**config.mk**
```make
export PLATFORM = sky130hd
export DESIGN_NAME = pair_scan_and_patch
export DESIGN_NICKNAME = d
export VERILOG_FILES = /design/src/rtl/psp_pkg.sv /design/src/rtl/psp_front.sv /design/src/rtl/psp_queue.sv /design/src/rtl/psp_back.sv /design/src/rtl/pair_scan_and_patch.sv
export SDC_FILE = /design/constraint.sdc
export NUM_CORES = 1
export LEC_CHECK = 0
export BUFFER_PORTS_ARGS = -buffer_cell sky130_fd_sc_hd__buf_4
export CORE_UTILIZATION = 60
export CTS_BUF_LIST = sky130_fd_sc_hd__clkbuf_8
export DETAILED_ROUTE_END_ITERATION = 16
export PLACE_DENSITY = 0.77
export SYNTH_ARGS = -nofsm -noshare
export SYNTH_HDL_FRONTEND = slang
export SYNTH_HIERARCHICAL = 1
export SYNTH_SLANG_ARGS = --single-unit
```
**constraint.sdc**
```tcl
create_clock -name clk -period 7.67 [get_ports clk]
set_clock_uncertainty 0.2 [all_clocks]
set_input_delay 1.1505 -clock clk [delete_from_list [all_inputs] [get_ports clk]]
set_output_delay 1.1505 -clock clk [all_outputs]
set_load 0.02 [all_outputs]
```
**src/rtl/psp_pkg.sv**
```systemverilog
package psp_pkg;

	localparam int COUNT_BITS_DEF = 16;
	localparam int CNT_OUT_BITS   = 16;

	localparam int CFG_IDX_BITS = 3;
	localparam int PAIR_BITS    = 64;
	localparam int MASK_BITS    = 32;

	localparam int WIN_BYTES  = 8;
	localparam int HELD_BYTES = WIN_BYTES - 1;
	localparam int FILL_BITS  = 3;
	localparam int GRP_N_BITS = 4;
	localparam logic [FILL_BITS-1:0] FILL_FULL        = FILL_BITS'(HELD_BYTES);
	localparam logic [FILL_BITS-1:0] SKIP_AFTER_PATCH = FILL_BITS'(HELD_BYTES);

	localparam int QUEUE_DEPTH = 4;
	localparam int QPTR_BITS   = 2;
	localparam int QCNT_BITS   = 3;

	typedef enum logic [CFG_IDX_BITS-1:0] {
		CFG_OLD_INT    = 3'd0,
		CFG_NEW_INT    = 3'd1,
		CFG_OLD_FLOAT  = 3'd2,
		CFG_NEW_FLOAT  = 3'd3,
		CFG_PATCH_MASK = 3'd4
	} cfg_reg_t;

	typedef struct packed {
		logic [PAIR_BITS-1:0] old_int;
		logic [PAIR_BITS-1:0] new_int;
		logic [PAIR_BITS-1:0] old_float;
		logic [PAIR_BITS-1:0] new_float;
		logic [MASK_BITS-1:0] mask;
	} psp_cfg_t;

	// a run of released bytes, oldest in the low byte
	typedef struct packed {
		logic [8*WIN_BYTES-1:0]  bytes;
		logic [GRP_N_BITS-1:0]   n;
		logic                    last;
		logic [CNT_OUT_BITS-1:0] pcnt;
		logic [CNT_OUT_BITS-1:0] ccnt;
	} grp_t;

endpackage

```
**src/rtl/psp_front.sv**
```systemverilog
module psp_front #(
	parameter int COUNT_BITS = psp_pkg::COUNT_BITS_DEF
) (
	input  logic             clk,
	input  logic             arst_n,
	input  psp_pkg::psp_cfg_t cfg,
	input  logic             in_valid,
	output logic             in_stall,
	input  logic [7:0]       data_byte,
	input  logic             region_end,
	input  logic             scan_start,
	input  logic             q_full,
	output logic             q_push,
	output psp_pkg::grp_t    q_data
);

	logic [8*psp_pkg::HELD_BYTES-1:0] held_q;
	logic [psp_pkg::FILL_BITS-1:0]    fill_q;
	logic [psp_pkg::FILL_BITS-1:0]    skip_q;
	logic [COUNT_BITS-1:0]            cand_q;
	logic [COUNT_BITS-1:0]            patch_q;

	logic                          accept;
	logic                          full_pt;
	logic [8*psp_pkg::WIN_BYTES-1:0] cat;
	logic [8*psp_pkg::WIN_BYTES-1:0] win;
	logic                          do_test;
	logic                          is_int;
	logic                          is_float;
	logic                          hit;
	logic                          do_patch;
	logic [4:0]                    site;
	logic [COUNT_BITS-1:0]         cand_base;
	logic [COUNT_BITS-1:0]         patch_base;
	logic [COUNT_BITS-1:0]         cand_n;
	logic [COUNT_BITS-1:0]         patch_n;
	logic [psp_pkg::FILL_BITS-1:0] skip_n;

	assign in_stall = q_full;
	assign accept   = in_valid && !q_full;
	assign full_pt  = (fill_q == psp_pkg::FILL_FULL);

	// incoming byte lands just above the bytes already held
	always_comb begin
		cat = {data_byte, held_q};
		for (int i = 0; i < psp_pkg::HELD_BYTES; i++) begin
			if (psp_pkg::FILL_BITS'(i) == fill_q)
				cat[8*i +: 8] = data_byte;
		end
	end

	always_comb begin
		cand_base  = scan_start ? '0 : cand_q;
		patch_base = scan_start ? '0 : patch_q;
		do_test    = full_pt && (skip_q == '0);
		is_int     = (cat == cfg.old_int);
		is_float   = !is_int && (cat == cfg.old_float);
		hit        = do_test && (is_int || is_float);
		site       = cand_base[4:0];
		do_patch   = hit && cfg.mask[site];
		win        = do_patch ? (is_int ? cfg.new_int : cfg.new_float) : cat;

		cand_n = cand_base;
		if (hit && cand_base != '1)
			cand_n = cand_base + 1'b1;
		patch_n = patch_base;
		if (do_patch && patch_base != '1)
			patch_n = patch_base + 1'b1;

		if (do_patch)
			skip_n = psp_pkg::SKIP_AFTER_PATCH;
		else if (full_pt && skip_q != '0)
			skip_n = skip_q - 1'b1;
		else
			skip_n = skip_q;
	end

	assign q_push       = accept && (full_pt || region_end);
	assign q_data.bytes = win;
	assign q_data.n     = region_end ? psp_pkg::GRP_N_BITS'(fill_q) + 1'b1
	                                 : psp_pkg::GRP_N_BITS'(1);
	assign q_data.last  = region_end;
	assign q_data.pcnt  = (33'(patch_n) > 33'h0_FFFF) ? 16'hFFFF : 16'(patch_n);
	assign q_data.ccnt  = (33'(cand_n) > 33'h0_FFFF) ? 16'hFFFF : 16'(cand_n);

	always_ff @(posedge clk or negedge arst_n) begin
		if (!arst_n) begin
			fill_q  <= '0;
			skip_q  <= '0;
			cand_q  <= '0;
			patch_q <= '0;
		end else if (accept) begin
			cand_q  <= cand_n;
			patch_q <= patch_n;
			if (region_end) begin
				fill_q <= '0;
				skip_q <= '0;
			end else if (full_pt) begin
				skip_q <= skip_n;
			end else begin
				fill_q <= fill_q + 1'b1;
			end
		end
	end

	always_ff @(posedge clk) begin
		if (accept && !region_end)
			held_q <= full_pt ? win[8*psp_pkg::WIN_BYTES-1:8] : cat[8*psp_pkg::HELD_BYTES-1:0];
	end

endmodule

```
**src/rtl/psp_queue.sv**
```systemverilog
module psp_queue (
	input  logic          clk,
	input  logic          arst_n,
	input  logic          push,
	input  psp_pkg::grp_t wdata,
	output logic          full,
	input  logic          pop,
	output logic          nonempty,
	output psp_pkg::grp_t rdata
);

	psp_pkg::grp_t                 mem_q [psp_pkg::QUEUE_DEPTH];
	logic [psp_pkg::QPTR_BITS-1:0] wr_q;
	logic [psp_pkg::QPTR_BITS-1:0] rd_q;
	logic [psp_pkg::QCNT_BITS-1:0] cnt_q;

	assign full     = (cnt_q == psp_pkg::QCNT_BITS'(psp_pkg::QUEUE_DEPTH));
	assign nonempty = (cnt_q != '0);
	assign rdata    = mem_q[rd_q];

	always_ff @(posedge clk or negedge arst_n) begin
		if (!arst_n) begin
			wr_q  <= '0;
			rd_q  <= '0;
			cnt_q <= '0;
		end else begin
			if (push)
				wr_q <= wr_q + 1'b1;
			if (pop)
				rd_q <= rd_q + 1'b1;
			if (push && !pop)
				cnt_q <= cnt_q + 1'b1;
			else if (pop && !push)
				cnt_q <= cnt_q - 1'b1;
		end
	end

	always_ff @(posedge clk) begin
		if (push)
			mem_q[wr_q] <= wdata;
	end

endmodule

```
**src/rtl/psp_back.sv**
```systemverilog
module psp_back (
	input  logic          clk,
	input  logic          arst_n,
	input  logic          q_nonempty,
	input  psp_pkg::grp_t q_data,
	output logic          q_pop,
	output logic          out_valid,
	input  logic          out_stall,
	output logic [7:0]    out_byte,
	output logic          out_last,
	output logic [psp_pkg::CNT_OUT_BITS-1:0] patched_count,
	output logic [psp_pkg::CNT_OUT_BITS-1:0] candidate_count
);

	psp_pkg::grp_t                  cur_q;
	logic [psp_pkg::GRP_N_BITS-1:0] left_q;
	logic                           xfer;
	logic                           take;

	assign out_valid = (left_q != '0);
	assign xfer      = out_valid && !out_stall;
	// next run loads as the final byte of this one goes out
	assign take      = (left_q == '0) || (left_q == psp_pkg::GRP_N_BITS'(1) && xfer);
	assign q_pop     = take && q_nonempty;

	assign out_byte        = cur_q.bytes[7:0];
	assign out_last        = cur_q.last && (left_q == psp_pkg::GRP_N_BITS'(1));
	assign patched_count   = cur_q.pcnt;
	assign candidate_count = cur_q.ccnt;

	always_ff @(posedge clk or negedge arst_n) begin
		if (!arst_n) begin
			left_q <= '0;
		end else if (q_pop) begin
			left_q <= q_data.n;
		end else if (xfer) begin
			left_q <= left_q - 1'b1;
		end
	end

	always_ff @(posedge clk) begin
		if (q_pop)
			cur_q <= q_data;
		else if (xfer)
			cur_q.bytes <= {8'h00, cur_q.bytes[8*psp_pkg::WIN_BYTES-1:8]};
	end

endmodule

```
**src/rtl/pair_scan_and_patch.sv**
```systemverilog
// pair_scan_and_patch: streams a memory region through, replacing 8-byte pairs
// config: write one register per cfg transfer (cfg_index, cfg_data); cfg_ready is
//   always high, write only while the block is idle
// input: one region byte per transfer (in_valid / in_stall); region_end marks the
//   last byte, scan_start clears both counters before its byte is handled
// output: one patched byte per transfer (out_valid / out_stall) with the running
//   counts; out_last marks the last byte of a region
// throughput: one byte per cycle while in_stall is low, set by the single
//   compare-and-patch step on the eight-byte window; a region end releases up to
//   eight bytes, which drain at one per cycle while out_stall is low and the input
//   keeps flowing into the four-entry queue; a byte is released by the transfer of
//   the byte seven places later or the region end, then goes through queue and cur_q
// reset: window empty, counters zero, pairs zero, patch mask all ones, no output
// receiver stall: output holds; the queue fills and then in_stall rises
module pair_scan_and_patch #(
	parameter int COUNT_BITS = psp_pkg::COUNT_BITS_DEF
) (
	input  logic        clk,
	input  logic        arst_n,
	input  logic        cfg_valid,
	output logic        cfg_ready,
	input  logic [psp_pkg::CFG_IDX_BITS-1:0] cfg_index,
	input  logic [psp_pkg::PAIR_BITS-1:0]    cfg_data,
	input  logic        in_valid,
	output logic        in_stall,
	input  logic [7:0]  data_byte,
	input  logic        region_end,
	input  logic        scan_start,
	output logic        out_valid,
	input  logic        out_stall,
	output logic [7:0]  out_byte,
	output logic        out_last,
	output logic [psp_pkg::CNT_OUT_BITS-1:0] patched_count,
	output logic [psp_pkg::CNT_OUT_BITS-1:0] candidate_count
);

	psp_pkg::psp_cfg_t cfg_q;
	logic              q_full;
	logic              q_push;
	logic              q_pop;
	logic              q_nonempty;
	psp_pkg::grp_t     q_wdata;
	psp_pkg::grp_t     q_rdata;

	assign cfg_ready = 1'b1;

	always_ff @(posedge clk or negedge arst_n) begin
		if (!arst_n) begin
			cfg_q.old_int   <= '0;
			cfg_q.new_int   <= '0;
			cfg_q.old_float <= '0;
			cfg_q.new_float <= '0;
			cfg_q.mask      <= '1;
		end else if (cfg_valid && cfg_ready) begin
			case (cfg_index)
				psp_pkg::CFG_OLD_INT:    cfg_q.old_int   <= cfg_data;
				psp_pkg::CFG_NEW_INT:    cfg_q.new_int   <= cfg_data;
				psp_pkg::CFG_OLD_FLOAT:  cfg_q.old_float <= cfg_data;
				psp_pkg::CFG_NEW_FLOAT:  cfg_q.new_float <= cfg_data;
				psp_pkg::CFG_PATCH_MASK: cfg_q.mask      <= cfg_data[psp_pkg::MASK_BITS-1:0];
				default: ;
			endcase
		end
	end

	psp_front #(
		.COUNT_BITS(COUNT_BITS)
	) u_front (
		.clk        (clk),
		.arst_n     (arst_n),
		.cfg        (cfg_q),
		.in_valid   (in_valid),
		.in_stall   (in_stall),
		.data_byte  (data_byte),
		.region_end (region_end),
		.scan_start (scan_start),
		.q_full     (q_full),
		.q_push     (q_push),
		.q_data     (q_wdata)
	);

	psp_queue u_queue (
		.clk      (clk),
		.arst_n   (arst_n),
		.push     (q_push),
		.wdata    (q_wdata),
		.full     (q_full),
		.pop      (q_pop),
		.nonempty (q_nonempty),
		.rdata    (q_rdata)
	);

	psp_back u_back (
		.clk             (clk),
		.arst_n          (arst_n),
		.q_nonempty      (q_nonempty),
		.q_data          (q_rdata),
		.q_pop           (q_pop),
		.out_valid       (out_valid),
		.out_stall       (out_stall),
		.out_byte        (out_byte),
		.out_last        (out_last),
		.patched_count   (patched_count),
		.candidate_count (candidate_count)
	);

endmodule

```
==> metrics <==
status complete, no violations; clk sinks 894; Post-CTS Setup Bufs 0; Row Count 96; #FFs+latches synth 894; Overflow after GRT 0; Post-synth top flop edfxtp_1; Routability Congestion 1.048; Post-synth ARST share 37.70%; CP Cell Sequence inv_1 -> ha_1 -> buf_4 -> mux2i_1 -> xnor2_1 -> a2111oi_0 -> nand4_1 -> or4_1 -> nor4_4 -> o21ai_4 -> buf_12 -> a211oi_1 -> a21oi_1; Post-Route WL 116.8 mm; Tightest Pin Transition 1.220 ns; DR WL met3 11.06 mm; routed length on met2 52.79 mm; number of global-route vias before repair 25030; CP endpoint kind flip-flop; Remaining DRCs 0; Die W 265.2 um; Reg clk slew, reported paths 0.06 ns; total number of vias 24870; Required @ worst endpoint 7.95 ns; Syn. warnings 6; Slew Limit Headroom 18.64%; CTS Buffer Depth 3; syn_nets 2785; CTS tree done; crit-path max cell delay 0.72 ns; fmax 0.1514 GHz; Layout Area Growth over Synthesis 9.801%; fin nets 2906; number of synthesized flops with an enable pin 557; initial antenna violation count 5; share of the synthesized area in the top cell type 40.25%; Max-cap violations 0; Leak Pwr 17.58 nW; Detail Route Antenna Nets 0; final hold violation count 0; Max IR drop VDD 0.2266 mV; cts hold-fix bufs 0; final worst slack 1.066 ns; Boundary Pins 126; DP HPWL 78.71 mm; total number of H-tree levels 4; Pwr per Cell Area 335.2 nW/um^2; RSZ-0062 raised after global routing no; routed metal-1 wirelength 50.28 mm; top routing layer in use met5; Synth Cell Area 41550 sq um; Worst Hold Class in2async; die area 70310 sq um; first-pass GRT wire length 171.5 mm; vias per cell 6.446; setup violators final 0; fin cells 3858; Synth cell types 86; root buf cell clkbuf_8; Slew Viols, Final 0; crit path time final 6.604 ns; largest net degree at the start of global routing 140; CTS Buf Count 147; Post-Place Worst Slack 1.221 ns; post-synthesis sequential area ratio 60.64%; highest-delay cell along the critical path nor4_4; setup_tns 0 ns; Resize count post-CTS 0; Crit Path Class reg2reg; Avg Inst Size Synth 15.48 sq um; WL/cell 30.28 um; Final Cycle Share 86.10%; total track usage 33.93%; Synth area leader edfxtp_1; Chip Height 265.2 um; Synth Instances 2685; initial core utilization 60.58%; DR pass1 iterations 6; crit start category flip-flop; Clk Latency, worst-skew pair 0.81 ns; Synth area leaders edfxtp_1 40%, dfrtp_1 18%, mux2_4 8.6%; layout cells sized above 1 31.69%; core area 68590 sq um; Port-buffer cells 124; dpl cells 3588; crit-path max FO 59; Worst R2R Path Depth 13; critical path arrival 6.88 ns; Initial DRC Count 2697
synth_stat cells, drive strengths merged, types with 30 or more instances:
cell type and count:
a211oi 71, a21oi 66, buf 133, clkbuf 75, dfrtp 305, dfstp 32, edfxtp 557, inv 53
mux2 384, mux2i 65, mux4 108, nand2 116, nand3 30, nor2 66, nor2b 73, o21ai 55
xnor2 100, xor2 39
stage by stage:
step	power (W)	area [sq um]	utilization, %	hold WS, ns
2_1_floorplan	0.009955	41550	-	0.2491
3_3_place_gp	0.01117	42780	62.37	0.2682
3_5_place_dp	0.01131	42780	62.37	0.2728
4_1_cts	0.01534	45610	66.50	0.2009
5_1_grt	0.01586	45620	66.51	0.2471
6_report	0.01529	45630	66.52	0.2052
layout make-up:
class | count | area [sq um]
diodes | 5 | 12.51
clock buffers | 166 | 2285
clock inverters | 99 | 550.5
fillers | 4696 | 22960
inverters | 53 | 198.9
multi-input cells | 1530 | 14790
flip-flops and latches | 894 | 25210
well taps | 931 | 1165
repair buffers | 180 | 1421
registers in the layout, summed over array words and instances, names as in the netlist:
name                    count
cfg_q                     288
u_back/candidate_count     16
u_back/cur_q               57
u_back/left_q               4
u_back/out_byte             8
u_back/patched_count       16
u_front/cand_q             16
u_front/fill_q              3
u_front/held_q             56
u_front/patch_q            16
u_front/skip_q              3
u_queue/cnt_q               3
u_queue/mem_q             404
u_queue/rd_q                2
u_queue/wr_q                2
worst paths after layout:
check,startpoint,end,slack [ns]
hold / removal,arst_n,cfg_q[93],0.21
min in group clk,u_queue/cnt_q[2],u_queue/cnt_q[2],0.28
setup reg to reg,u_front/fill_q[2],u_queue/mem_q[0][84],1.07
max in group asynchronous,arst_n,u_queue/rd_q[0],5.58
hold reg to reg,u_queue/cnt_q[2],u_queue/cnt_q[2],0.28
setup / recovery,u_front/fill_q[2],u_queue/mem_q[0][84],1.07
report_power, final:
group          internal (W)  total (W)  switching (W)
combinational       0.00197    0.00420        0.00223
clock               0.00212    0.00403        0.00191
sequential          0.00636    0.00706       0.000693
total                0.0105     0.0153        0.00484
layout by cell type, fill, tap and decap left out, types with 38 or more instances in the layout:
cell	instances
inv_1	108
nand2_1	116
mux4_2	108
edfxtp_1	557
nor2_1	65
o21ai_0	38
a211oi_1	71
dfrtp_1	303
mux2_2	143
mux2_4	237
nor2b_1	73
buf_4	174
clkbuf_8	166
a21oi_1	66
xor2_1	39
mux2i_1	63
xnor2_1	100
cells by family (layout without fill, tap and decap cells):
logic type,count (synthesis),count (layout),synth area share [%]
buf+inv,261,498,4.023
simple gates,477,477,6.224
flops,894,894,60.64
compound gates,338,338,5.604
xor+xnor,139,139,2.930
fa+ha+maj,18,18,0.5601
other cells,1,6,0.009025
mux,557,557,20.01
worst max-delay path, delay by kind of cell (launching register included):
| family | cells | cell delay, ns |
|---|---|---|
| and+or+nand+nor | 3 | 1.53 |
| adders and majority gates | 1 | 0.64 |
| buffers and inverters | 3 | 0.84 |
| AOI/OAI and AO/OA | 4 | 1.70 |
| muxes | 1 | 0.45 |
| DFF | 1 | 0.66 |
| xor gates and xnor gates | 1 | 0.14 |
metal layers:
| layer | track usage (%) | up-vias |
|---|---|---|
| met3 | 7.249 | 174 |
| met4 | 9.639 | 2 |
| li1 | - | 10420 |
| met5 | 0 | - |
| met2 | 50.17 | 1272 |
| met1 | 51.08 | 13000 |
Power figures use the tool's default switching activity.
